[config.mk]
export PLATFORM = sky130hd
export DESIGN_NAME = sha256_prefix_nonce_search
export DESIGN_NICKNAME = d
export VERILOG_FILES = /design/src/rtl/sps_pkg.sv /design/src/rtl/sps_ram.sv /design/src/rtl/sps_sched_cell.sv /design/src/rtl/sps_round_cell.sv /design/src/rtl/sha256_prefix_nonce_search.sv
export SDC_FILE = /design/constraint.sdc
export NUM_CORES = 2
export LEC_CHECK = 0
export BUFFER_PORTS_ARGS = -buffer_cell sky130_fd_sc_hd__buf_2
export CAP_MARGIN = 20
export CORE_AREA = 2 2 562 396
export CTS_CLUSTER_DIAMETER = 30
export DETAILED_ROUTE_END_ITERATION = 12
export DIE_AREA = 0 0 564 398
export GPL_TIMING_DRIVEN = 1
export HOLD_SLACK_MARGIN = 0.1
export PLACE_DENSITY = 0.76
export SLEW_MARGIN = 0
export SYNTH_ARGS = -nofsm -noshare
export SYNTH_HDL_FRONTEND = slang
export SYNTH_SLANG_ARGS = --single-unit
export TNS_END_PERCENT = 50
[constraint.sdc]
create_clock -name clk -period 17.5 [get_ports clk]
set_input_delay 3.5 -clock clk [delete_from_list [all_inputs] [get_ports clk]]
set_output_delay 3.5 -clock clk [all_outputs]
set_load 0.02 [all_outputs]
[src/rtl/sps_pkg.sv]
package sps_pkg;

  localparam int unsigned MAX_MESSAGE_BYTES_DEF = 128;

  // Configuration register indexes.
  localparam logic [1:0] REG_MESSAGE_LENGTH = 2'd0;
  localparam logic [1:0] REG_TARGET_NIBBLES = 2'd1;
  localparam logic [1:0] REG_TARGET_VALUE   = 2'd2;
  localparam logic [1:0] REG_MAX_ATTEMPTS   = 2'd3;

  // Input function codes.
  localparam logic FUNC_LOAD   = 1'b0;
  localparam logic FUNC_SEARCH = 1'b1;

  // Result status codes.
  localparam logic STATUS_MATCH     = 1'b0;
  localparam logic STATUS_EXHAUSTED = 1'b1;

  typedef struct packed {
    logic        func;
    logic [7:0]  data_byte;
    logic [63:0] seed_nonce;
  } in_item_t;

  typedef struct packed {
    logic        status;
    logic [63:0] nonce;
    logic [63:0] digest_word;
    logic [1:0]  word_index;
    logic        last;
  } out_item_t;

  typedef logic [31:0] word_t;

  function automatic word_t round_k(input logic [5:0] t);
    word_t k;
    k = 32'h0;
    case (t)
      6'd0:  k = 32'h428a2f98; 6'd1:  k = 32'h71374491; 6'd2:  k = 32'hb5c0fbcf;
      6'd3:  k = 32'he9b5dba5; 6'd4:  k = 32'h3956c25b; 6'd5:  k = 32'h59f111f1;
      6'd6:  k = 32'h923f82a4; 6'd7:  k = 32'hab1c5ed5; 6'd8:  k = 32'hd807aa98;
      6'd9:  k = 32'h12835b01; 6'd10: k = 32'h243185be; 6'd11: k = 32'h550c7dc3;
      6'd12: k = 32'h72be5d74; 6'd13: k = 32'h80deb1fe; 6'd14: k = 32'h9bdc06a7;
      6'd15: k = 32'hc19bf174; 6'd16: k = 32'he49b69c1; 6'd17: k = 32'hefbe4786;
      6'd18: k = 32'h0fc19dc6; 6'd19: k = 32'h240ca1cc; 6'd20: k = 32'h2de92c6f;
      6'd21: k = 32'h4a7484aa; 6'd22: k = 32'h5cb0a9dc; 6'd23: k = 32'h76f988da;
      6'd24: k = 32'h983e5152; 6'd25: k = 32'ha831c66d; 6'd26: k = 32'hb00327c8;
      6'd27: k = 32'hbf597fc7; 6'd28: k = 32'hc6e00bf3; 6'd29: k = 32'hd5a79147;
      6'd30: k = 32'h06ca6351; 6'd31: k = 32'h14292967; 6'd32: k = 32'h27b70a85;
      6'd33: k = 32'h2e1b2138; 6'd34: k = 32'h4d2c6dfc; 6'd35: k = 32'h53380d13;
      6'd36: k = 32'h650a7354; 6'd37: k = 32'h766a0abb; 6'd38: k = 32'h81c2c92e;
      6'd39: k = 32'h92722c85; 6'd40: k = 32'ha2bfe8a1; 6'd41: k = 32'ha81a664b;
      6'd42: k = 32'hc24b8b70; 6'd43: k = 32'hc76c51a3; 6'd44: k = 32'hd192e819;
      6'd45: k = 32'hd6990624; 6'd46: k = 32'hf40e3585; 6'd47: k = 32'h106aa070;
      6'd48: k = 32'h19a4c116; 6'd49: k = 32'h1e376c08; 6'd50: k = 32'h2748774c;
      6'd51: k = 32'h34b0bcb5; 6'd52: k = 32'h391c0cb3; 6'd53: k = 32'h4ed8aa4a;
      6'd54: k = 32'h5b9cca4f; 6'd55: k = 32'h682e6ff3; 6'd56: k = 32'h748f82ee;
      6'd57: k = 32'h78a5636f; 6'd58: k = 32'h84c87814; 6'd59: k = 32'h8cc70208;
      6'd60: k = 32'h90befffa; 6'd61: k = 32'ha4506ceb; 6'd62: k = 32'hbef9a3f7;
      6'd63: k = 32'hc67178f2;
      default: k = 32'h0;
    endcase
    return k;
  endfunction

  function automatic word_t initial_hash(input logic [2:0] i);
    word_t h;
    h = 32'h0;
    case (i)
      3'd0: h = 32'h6a09e667; 3'd1: h = 32'hbb67ae85;
      3'd2: h = 32'h3c6ef372; 3'd3: h = 32'ha54ff53a;
      3'd4: h = 32'h510e527f; 3'd5: h = 32'h9b05688c;
      3'd6: h = 32'h1f83d9ab; 3'd7: h = 32'h5be0cd19;
      default: h = 32'h0;
    endcase
    return h;
  endfunction

endpackage

[src/rtl/sps_ram.sv]
// Generic single-port-write, single-read RAM with registered read data.
module sps_ram #(
  parameter int unsigned WIDTH = 8,
  parameter int unsigned DEPTH = 128
) (
  input  logic                     clk,
  input  logic                     wr_en,
  input  logic [$clog2(DEPTH)-1:0] wr_addr,
  input  logic [WIDTH-1:0]         wr_data,
  input  logic [$clog2(DEPTH)-1:0] rd_addr,
  output logic [WIDTH-1:0]         rd_data
);

  logic [WIDTH-1:0] mem_r [DEPTH];
  logic [WIDTH-1:0] rd_data_r;

  always_ff @(posedge clk) begin
    if (wr_en) begin
      mem_r[wr_addr] <= wr_data;
    end
    rd_data_r <= mem_r[rd_addr];
  end

  assign rd_data = rd_data_r;

endmodule

[src/rtl/sps_sched_cell.sv]
// One cell of the message schedule shift chain. Each cell holds one word
// and hands it to its neighbor every cycle that the chain shifts.
module sps_sched_cell (
  input  logic               clk,
  input  logic               shift,
  input  sps_pkg::word_t     word_in,
  output sps_pkg::word_t     word_out
);

  sps_pkg::word_t word_r;

  always_ff @(posedge clk) begin
    if (shift) begin
      word_r <= word_in;
    end
  end

  assign word_out = word_r;

endmodule

[src/rtl/sps_round_cell.sv]
// One cell of the working-variable chain. Cells a and e take the freshly
// computed round values; every other cell takes its neighbor's word.
// On load the cell takes an external value (the chaining hash).
module sps_round_cell (
  input  logic           clk,
  input  logic           load,
  input  logic           shift,
  input  sps_pkg::word_t load_val,
  input  sps_pkg::word_t word_in,
  output sps_pkg::word_t word_out
);

  sps_pkg::word_t word_r;

  always_ff @(posedge clk) begin
    if (load) begin
      word_r <= load_val;
    end else if (shift) begin
      word_r <= word_in;
    end
  end

  assign word_out = word_r;

endmodule

[src/rtl/sha256_prefix_nonce_search.sv]
// SHA-256 prefix nonce search.
// Input channel (in_valid/in_stall/in_item): a transaction with func load
// writes data_byte into the message store at the load pointer and leaves
// the block ready for the next one. A transaction with func search seeds the
// nonce with seed_nonce, then for each attempt increments it, writes it
// little-endian into the last eight message bytes and hashes message_length
// bytes with SHA-256. Each 64-byte block passes through a chain of 8 working
// word cells and 16 schedule cells: an init step, 16 fill rounds that each
// read four bytes from the message RAM (registered read data), the remaining
// rounds at one round per cycle, and an add step. An attempt has a start
// step, eight nonce byte writes, its blocks (1 to 3 of them) and a check.
// Results: four transactions on out_* for a match (word_index 0..3, last on
// the fourth) or one with status exhausted after max_attempts attempts.
// The result register holds its item while out_stall is high; the search
// waits until each result is taken. in_stall is high from the search
// transaction until its last result is taken.
// Reset (rst_n low, synchronous) restores the register defaults and clears
// the pointers; the message RAM is undefined until written.
// Configuration (cfg_valid/cfg_ready/cfg_index/cfg_data) is always ready.
module sha256_prefix_nonce_search #(
  parameter int unsigned MAX_MESSAGE_BYTES = sps_pkg::MAX_MESSAGE_BYTES_DEF
) (
  input  logic               clk,
  input  logic               rst_n,
  input  logic               in_valid,
  output logic               in_stall,
  input  sps_pkg::in_item_t  in_item,
  output logic               out_valid,
  input  logic               out_stall,
  output sps_pkg::out_item_t out_item,
  input  logic               cfg_valid,
  output logic               cfg_ready,
  input  logic [1:0]         cfg_index,
  input  logic [63:0]        cfg_data
);

  localparam int unsigned AW = $clog2(MAX_MESSAGE_BYTES);
  localparam logic [7:0] MAXB = 8'(MAX_MESSAGE_BYTES);

  localparam logic [3:0] ST_IDLE   = 4'd0;
  localparam logic [3:0] ST_NONCE  = 4'd1;
  localparam logic [3:0] ST_BINIT  = 4'd2;
  localparam logic [3:0] ST_FILL   = 4'd3;
  localparam logic [3:0] ST_ROUND  = 4'd4;
  localparam logic [3:0] ST_ADD    = 4'd5;
  localparam logic [3:0] ST_CHECK  = 4'd6;
  localparam logic [3:0] ST_EMIT   = 4'd7;
  localparam logic [3:0] ST_EXH    = 4'd8;
  localparam logic [3:0] ST_START  = 4'd9;

  // Configuration registers.
  logic [6:0]  msg_len_r;
  logic [4:0]  tgt_nib_r;
  logic [63:0] tgt_val_r;
  logic [31:0] max_att_r;

  assign cfg_ready = 1'b1;

  always_ff @(posedge clk) begin
    if (!rst_n) begin
      msg_len_r <= 7'd106;
      tgt_nib_r <= 5'd4;
      tgt_val_r <= 64'd2443202797848494080;
      max_att_r <= 32'hffffffff;
    end else if (cfg_valid) begin
      case (cfg_index)
        sps_pkg::REG_MESSAGE_LENGTH: msg_len_r <= cfg_data[6:0];
        sps_pkg::REG_TARGET_NIBBLES: tgt_nib_r <= cfg_data[4:0];
        sps_pkg::REG_TARGET_VALUE:   tgt_val_r <= cfg_data;
        sps_pkg::REG_MAX_ATTEMPTS:   max_att_r <= cfg_data[31:0];
        default: ;
      endcase
    end
  end

  // Effective length and match mask.
  logic [7:0]  len;
  logic [4:0]  nib;
  logic [63:0] mask;
  logic [7:0]  total;
  logic [8:0]  len9;

  always_comb begin
    len = {1'b0, msg_len_r};
    if (len < 8'd9) begin
      len = 8'd9;
    end
    if (len > MAXB) begin
      len = MAXB;
    end
    nib = (tgt_nib_r > 5'd16) ? 5'd16 : tgt_nib_r;
    mask = (nib == 5'd0) ? 64'd0 : ~64'd0 << (7'd64 - {nib, 2'b00});
    len9 = {1'b0, len} + 9'd72;
    total = {len9[8:6], 6'd0} > 9'd255 ? 8'd192 : 8'({len9[8:6], 6'd0});
  end

  // Control state.
  logic [3:0]  state_r, state_nxt;
  logic [AW-1:0] ptr_r;
  logic [63:0] nonce_r;
  logic [31:0] att_r;
  logic [7:0]  base_r;
  logic [6:0]  rnd_r;
  logic [3:0]  sub_r;
  logic [1:0]  widx_r;
  logic        out_valid_r;
  sps_pkg::out_item_t out_r;

  // Message RAM.
  logic          ram_we;
  logic [AW-1:0] ram_wa, ram_ra;
  logic [7:0]    ram_wd, ram_rd;

  sps_ram #(.WIDTH(8), .DEPTH(MAX_MESSAGE_BYTES)) u_msg (
    .clk(clk), .wr_en(ram_we), .wr_addr(ram_wa), .wr_data(ram_wd),
    .rd_addr(ram_ra), .rd_data(ram_rd)
  );

  // Hash words.
  sps_pkg::word_t h_r [8];

  // Padded byte position being read during fill.
  logic [7:0] pos;
  logic [7:0] pos_q_r;
  logic [7:0] pad_byte;
  logic [10:0] bits;
  logic [7:0] from_end;

  assign pos = base_r + {2'b00, rnd_r[3:0], 2'b00} + {4'd0, sub_r};
  assign ram_ra = pos[AW-1:0];
  assign bits = {len, 3'b000};

  always_comb begin
    from_end = total - 8'd1 - pos_q_r;
    if (pos_q_r < len) begin
      pad_byte = ram_rd;
    end else if (pos_q_r == len) begin
      pad_byte = 8'h80;
    end else if (from_end == 8'd0) begin
      pad_byte = bits[7:0];
    end else if (from_end == 8'd1) begin
      pad_byte = {5'd0, bits[10:8]};
    end else begin
      pad_byte = 8'h00;
    end
  end

  // Schedule word being assembled from bytes.
  logic [31:0] wacc_r;
  logic [31:0] wfill;
  assign wfill = {wacc_r[23:0], pad_byte};

  // Schedule chain: sw[0] oldest (t-16), sw[15] newest (t-1).
  sps_pkg::word_t sw [16];
  sps_pkg::word_t sw_in [16];
  logic sched_shift;
  sps_pkg::word_t wnew, w_cur, s0w, s1w;

  always_comb begin
    s0w = {sw[1][6:0], sw[1][31:7]} ^ {sw[1][17:0], sw[1][31:18]} ^ (sw[1] >> 3);
    s1w = {sw[14][16:0], sw[14][31:17]} ^ {sw[14][18:0], sw[14][31:19]} ^ (sw[14] >> 10);
    wnew = sw[0] + s0w + sw[9] + s1w;
  end

  genvar g;
  generate
    for (g = 0; g < 16; g++) begin : g_sched
      if (g == 15) begin : g_top
        assign sw_in[g] = w_cur;
      end else begin : g_mid
        assign sw_in[g] = sw[g+1];
      end
      sps_sched_cell u_cell (.clk(clk), .shift(sched_shift), .word_in(sw_in[g]),
                             .word_out(sw[g]));
    end
  endgenerate

  // Working variable chain a..h.
  sps_pkg::word_t v [8];
  sps_pkg::word_t v_in [8];
  logic v_load, v_shift;
  sps_pkg::word_t t1, t2, bs0, bs1, ch, mj;

  always_comb begin
    bs1 = {v[4][5:0], v[4][31:6]} ^ {v[4][10:0], v[4][31:11]} ^ {v[4][24:0], v[4][31:25]};
    ch = (v[4] & v[5]) ^ (~v[4] & v[6]);
    t1 = v[7] + bs1 + ch + sps_pkg::round_k(rnd_r[5:0]) + w_cur;
    bs0 = {v[0][1:0], v[0][31:2]} ^ {v[0][12:0], v[0][31:13]} ^ {v[0][21:0], v[0][31:22]};
    mj = (v[0] & v[1]) ^ (v[0] & v[2]) ^ (v[1] & v[2]);
    t2 = bs0 + mj;
  end

  generate
    for (g = 0; g < 8; g++) begin : g_work
      if (g == 0) begin : g_a
        assign v_in[g] = t1 + t2;
      end else if (g == 4) begin : g_e
        assign v_in[g] = v[3] + t1;
      end else begin : g_mid
        assign v_in[g] = v[g-1];
      end
      sps_round_cell u_cell (.clk(clk), .load(v_load), .shift(v_shift),
                             .load_val(h_r[g]), .word_in(v_in[g]), .word_out(v[g]));
    end
  endgenerate

  logic fill_done;
  assign fill_done = (sub_r == 4'd4);
  assign w_cur = (rnd_r < 7'd16) ? wfill : wnew;

  // Sequencer.
  logic in_acc, out_acc, hit;
  assign in_acc = in_valid && !in_stall;
  assign out_acc = out_valid_r && !out_stall;
  assign hit = ((({h_r[0], h_r[1]}) ^ tgt_val_r) & mask) == 64'd0;
  assign in_stall = (state_r != ST_IDLE);
  assign out_valid = out_valid_r;
  assign out_item = out_r;

  // Slice loaded into the result register: the next one once the current is taken.
  logic [1:0] emit_idx;
  assign emit_idx = out_acc ? widx_r + 2'd1 : widx_r;

  logic [2:0] nb_r;

  always_comb begin
    state_nxt = state_r;
    ram_we = 1'b0;
    ram_wa = ptr_r;
    ram_wd = in_item.data_byte;
    sched_shift = 1'b0;
    v_load = 1'b0;
    v_shift = 1'b0;
    case (state_r)
      ST_IDLE: begin
        if (in_acc && in_item.func == sps_pkg::FUNC_LOAD) begin
          ram_we = 1'b1;
        end else if (in_acc) begin
          state_nxt = ST_START;
        end
      end
      ST_START: begin
        state_nxt = ({32'd0, att_r} < {32'd0, max_att_r}) ? ST_NONCE : ST_EXH;
      end
      ST_NONCE: begin
        ram_we = 1'b1;
        ram_wa = AW'(len - 8'd8 + {5'd0, nb_r});
        ram_wd = nonce_r[{nb_r, 3'b000} +: 8];
        if (nb_r == 3'd7) begin
          state_nxt = ST_BINIT;
        end
      end
      ST_BINIT: begin
        v_load = 1'b1;
        state_nxt = ST_FILL;
      end
      ST_FILL: begin
        if (fill_done) begin
          sched_shift = 1'b1;
          v_shift = 1'b1;
          state_nxt = (rnd_r == 7'd15) ? ST_ROUND : ST_FILL;
        end
      end
      ST_ROUND: begin
        sched_shift = 1'b1;
        v_shift = 1'b1;
        if (rnd_r == 7'd63) begin
          state_nxt = ST_ADD;
        end
      end
      ST_ADD: begin
        state_nxt = (base_r + 8'd64 < total) ? ST_BINIT : ST_CHECK;
      end
      ST_CHECK: begin
        if (hit) begin
          state_nxt = ST_EMIT;
        end else begin
          state_nxt = ST_START;
        end
      end
      ST_EMIT: begin
        if (out_acc && widx_r == 2'd3) begin
          state_nxt = ST_IDLE;
        end
      end
      ST_EXH: begin
        if (out_acc) begin
          state_nxt = ST_IDLE;
        end
      end
      default: state_nxt = ST_IDLE;
    endcase
  end

  always_ff @(posedge clk) begin
    if (!rst_n) begin
      state_r <= ST_IDLE;
      ptr_r <= '0;
      nonce_r <= 64'd0;
      att_r <= 32'd0;
      out_valid_r <= 1'b0;
      base_r <= 8'd0;
      rnd_r <= 7'd0;
      sub_r <= 4'd0;
      nb_r <= 3'd0;
      widx_r <= 2'd0;
    end else begin
      state_r <= state_nxt;
      if (out_acc) begin
        out_valid_r <= 1'b0;
      end
      case (state_r)
        ST_IDLE: begin
          if (in_acc && in_item.func == sps_pkg::FUNC_LOAD) begin
            ptr_r <= (ptr_r == AW'(MAX_MESSAGE_BYTES - 1)) ? '0 : ptr_r + 1'b1;
          end else if (in_acc) begin
            nonce_r <= in_item.seed_nonce;
            att_r <= 32'd0;
          end
        end
        ST_START: begin
          nb_r <= 3'd0;
          base_r <= 8'd0;
          if ({32'd0, att_r} < {32'd0, max_att_r}) begin
            att_r <= att_r + 32'd1;
            nonce_r <= nonce_r + 64'd1;
          end
        end
        ST_NONCE: begin
          nb_r <= nb_r + 3'd1;
        end
        ST_BINIT: begin
          rnd_r <= 7'd0;
          sub_r <= 4'd0;
        end
        ST_FILL: begin
          if (fill_done) begin
            sub_r <= 4'd0;
            rnd_r <= rnd_r + 7'd1;
          end else begin
            sub_r <= sub_r + 4'd1;
          end
          pos_q_r <= pos;
          if (sub_r != 4'd0) begin
            wacc_r <= wfill;
          end
        end
        ST_ROUND: begin
          rnd_r <= rnd_r + 7'd1;
        end
        ST_ADD: begin
          base_r <= base_r + 8'd64;
          widx_r <= 2'd0;
        end
        ST_EMIT: begin
          if (!out_valid_r || out_acc) begin
            if (!(out_acc && widx_r == 2'd3) && !(out_valid_r && !out_acc)) begin
              out_valid_r <= 1'b1;
              out_r.status <= sps_pkg::STATUS_MATCH;
              out_r.nonce <= nonce_r;
              out_r.digest_word <= {h_r[{emit_idx, 1'b0}], h_r[{emit_idx, 1'b1}]};
              out_r.word_index <= emit_idx;
              out_r.last <= (emit_idx == 2'd3);
            end
          end
          if (out_acc) begin
            widx_r <= widx_r + 2'd1;
          end
        end
        ST_EXH: begin
          if (!out_valid_r) begin
            out_valid_r <= 1'b1;
            out_r.status <= sps_pkg::STATUS_EXHAUSTED;
            out_r.nonce <= nonce_r;
            out_r.digest_word <= 64'd0;
            out_r.word_index <= 2'd0;
            out_r.last <= 1'b1;
          end
        end
        default: ;
      endcase
    end
  end

  // Chaining hash: reset per attempt at the first block, accumulated after each.
  always_ff @(posedge clk) begin
    for (int i = 0; i < 8; i++) begin
      if (state_r == ST_START) begin
        h_r[i] <= sps_pkg::initial_hash(3'(i));
      end else if (state_r == ST_ADD) begin
        h_r[i] <= h_r[i] + v[i];
      end
    end
  end

endmodule

==> reports/metrics.csv <==
stage;metric;value;unit
synth;post-synthesis async set-or-reset flop share;0;%
hold_path;Min-Delay Path Depth;0;
finish;highest-count cells in the layout ignoring fill and taps;edfxtp_1, nand2_1, nor2_1, a21oi_1, inv_1;
sta;worst hold slack;0.400;ns
global_routing;vias in the first global route;83100;
clocking;CTS max path bufs;4;
worst_setup_path;Critical path destination;g_work[0].u_cell.word_out[31]$_DFFE_PP_;
clocking;CTS H-Tree Depth;5;
global_routing;largest net degree at the start of global routing;194;
clocking;worst skew pair latency;0.92;ns
worst_setup_path;CP Launch Point;msg_len_r[4]$_SDFFE_PN0P_;
synth;count of different cell masters after synthesis;96;
routing;Detailed Route Iter0 Violations;13300;
finish;share of cells above drive strength 1;16.2;%
synth;syn_nets;10500;
worst_setup_path;maximum fanout along the worst path;9;
sta;Fin Clk Skew;0.0649;ns
synth;Post-synth EDFFs;2212;
sta;final period utilization;71.7;%
sta;post-layout min period;12.55;ns
synth;flops & latches, synth;2486;
job;max-cap violation count;0;
worst_setup_path;reg-to-reg startpoint;msg_len_r[4]$_SDFFE_PN0P_;
outcome;outcome;completed;
synth;top-area cell type share of the netlist area;53.4;%
sta;RSZ-0062 raised after global routing;no;
placed_design;dpl hpwl;280;mm
clocking;clk sinks;2486;
synth;Warnings, synthesis;0;
global_routing;GRT Total Usage;36.2;%
die;IO Count;279;
finish;final core utilization;65.5;%
sta;final setup vio count;0;
sta;fmax;79.7;MHz
die;die area;224000;sq um
clocking;hold_buf cts;0;
clocking;Root Driver;clkbuf_16;
sta;TNS Setup;0;ns
clocking;CTS tree;yes;
global_routing;Remaining Overflow, GRT;0;
die;Core Region;219000;sq um
synth;share of the yosys chip area belonging to registers;57.8;%
worst_setup_path;crit path max-delay cell type;a211oi_1;
global_routing;first-pass GRT wire length;588;mm
synth;most area-consuming cells after synthesis;edfxtp_1, mux4_2, ha_1, dfxtp_1, nand2_1;
synth;Mapped Area;124000;sq um
synth;Avg Inst Size Synth;12.8;sq um
clocking;Setup Fix Bufs, Post-CTS;0;
routing;drt wl/cell;30.6;um
die;die width;564;um
clocking;clk slew on worst S/H paths;0.06;ns
placed_design;PortBufs;277;
routing;DR vias;87500;
clocking;clock buffer count from CTS;410;
worst_setup_path;crit path DAT;13.14;ns
synth;predominant post-synthesis flop cell;edfxtp_1;
die;initial core utilization;56.8;%
worst_setup_path;Setup crit start kind;flop;
worst_setup_path;crit path capture type;flop;
sta;Final Hold Fails;0;
synth;largest area contributor in the netlist;edfxtp_1;
finish;Nets;10900;
routing;Via density;6.52;
sta;Worst Tran Pin Value;1.26;ns
synth;Syn Inst Count;9747;
worst_setup_path;most used cell, CP;inv_1;
die;FP Rows;144;
global_routing;initial antenna violation count;33;
worst_setup_path;Setup CP Type;flop to flop;
clocking;Resized Gates After CTS;0;
routing;drt total wl;411;mm
routing;DRC Markers;0;
finish;area delta synth->final;15.3;%
die;Die Span Y;398;um
placed_design;Final GP Congestion;1.02;
worst_setup_path;CP required;18.09;ns
sta;Worst slew margin;15.8;%
worst_setup_path;CP peak stage delay;0.84;ns
hold_path;Hold/Removal Path Class;flop to flop;
finish;commonest non-fill, non-tap cell in the layout;edfxtp_1;
sta;Slew Limit Fails;0;
worst_setup_path;worst r2r path cells;45;
worst_setup_path;reg-to-reg setup timing slack;4.95;ns
routing;DR pass1 iterations;8;
routing;Final ANT Viol Nets;0;
worst_setup_path;reg2reg end;g_work[0].u_cell.word_out[31]$_DFFE_PP_;
==> stage by stage <==
step                cells  cell area (sq um)  worst slack (ns)
floorplan            9747             124000              2.72
global placement    12600             129000              4.99
detailed placement  12600             129000              5.02
CTS                 13400             143000              4.97
global route        13400             143000              4.51
finish              13400             143000              4.95
==> critical path: cells and delay by family, from the launching register on <==
family                   cells  cell delay, ns
AO/OA/AOI/OAI               17            5.24
adder cells (fa/ha/maj)      7            2.82
AND/OR/NAND/NOR             11            2.03
buffers and inverters        7            0.82
XOR/XNOR                     2            0.60
flip-flops                   1            0.36
multiplexers                 1            0.31
==> worst min path at each step <==
stage                                                          from                                   endpoint  slack [ns]
final                      g_sched[4].u_cell.word_out[16]$_DFFE_PP_   g_sched[3].u_cell.word_out[16]$_DFFE_PP_        0.40
after global routing        g_sched[4].u_cell.word_out[6]$_DFFE_PP_    g_sched[3].u_cell.word_out[6]$_DFFE_PP_        0.41
after CTS                   g_sched[4].u_cell.word_out[6]$_DFFE_PP_    g_sched[3].u_cell.word_out[6]$_DFFE_PP_        0.40
after detailed placement  g_sched[11].u_cell.word_out[22]$_DFFE_PP_  g_sched[10].u_cell.word_out[22]$_DFFE_PP_        0.40
after global placement    g_sched[10].u_cell.word_out[22]$_DFFE_PP_   g_sched[9].u_cell.word_out[22]$_DFFE_PP_        0.40
after floorplan            g_sched[11].u_cell.word_out[0]$_DFFE_PP_   g_sched[10].u_cell.word_out[0]$_DFFE_PP_        0.40
==> logic make-up after synthesis <==
family                   after synthesis  share of synthesized area (%)
AO/OA/AOI/OAI                       1788                           9.12
XOR/XNOR                             672                           4.73
adder cells (fa/ha/maj)              648                           7.69
buffers and inverters                957                           2.97
flip-flops                          2486                           57.8
multiplexers                         488                           8.07
other                                  2                        0.00604
AND/OR/NAND/NOR                     2706                           9.62
==> synthesized netlist by cell type (16+ instances only) <==
master / number
edfxtp_1: 2212
nand2_1: 1319
nor2_1: 620
a21oi_1: 538
inv_1: 502
ha_1: 449
xnor2_1: 425
mux4_2: 407
o21ai_0: 400
clkbuf_1: 378
dfxtp_1: 274
xor2_1: 247
a21o_1: 199
fa_1: 196
nor3_1: 126
nand3_1: 121
and2_1: 99
o211ai_1: 84
nand2b_1: 79
o21a_1: 74
nor2b_1: 65
a31oi_1: 60
nand4_1: 59
a211oi_1: 58
buf_1: 56
o21bai_1: 47
mux2i_1: 43
o31ai_1: 42
and3_1: 38
mux2_2: 37
or2_2: 34
or3_1: 34
nor4_1: 33
o32ai_1: 28
o22ai_1: 24
a21boi_0: 20
a41oi_1: 20
a221oi_1: 16
==> cell type report <==
cell class | instances | area (sq um)
Antenna cell | 11 | 27.5
Clock buffer | 448 | 10600
Clock inverter | 313 | 3490
Fill cell | 15600 | 75700
Inverter | 508 | 1920
Multi-Input combinational cell | 6304 | 49100
Sequential cell | 2486 | 71900
Tap cell | 2920 | 3650
Timing Repair Buffer | 427 | 2690
==> flip-flops by register name, summed over array words and instances, names as in the netlist, 8 cells and up, named ones only <==
register                 count
u_msg.mem_r               1024
g_sched.u_cell.word_out    512
g_work.u_cell.word_out     256
h_r                        256
out_item                   132
nonce_r                     64
tgt_val_r                   64
att_r                       32
max_att_r                   32
wacc_r                      24
pos_q_r                      8
u_msg.rd_data                8
==> metal layers <==
| metal | track usage [%] | wire [um] | vias to the layer above | share of wire (%) |
|---|---|---|---|---|
| li1 | - | - | 36900 | - |
| met1 | 54.3 | 168000 | 43600 | 41 |
| met2 | 49.9 | 171000 | 6197 | 42 |
| met3 | 12.9 | 60900 | 809 | 15 |
| met4 | 9.21 | 11000 | 34 | 2.7 |
| met5 | 0 | 287 | - | 0.070 |
Power is left out: the tool's default activity adds up to more than one toggle a clock period on the data nets, which glitch-free logic cannot reach.
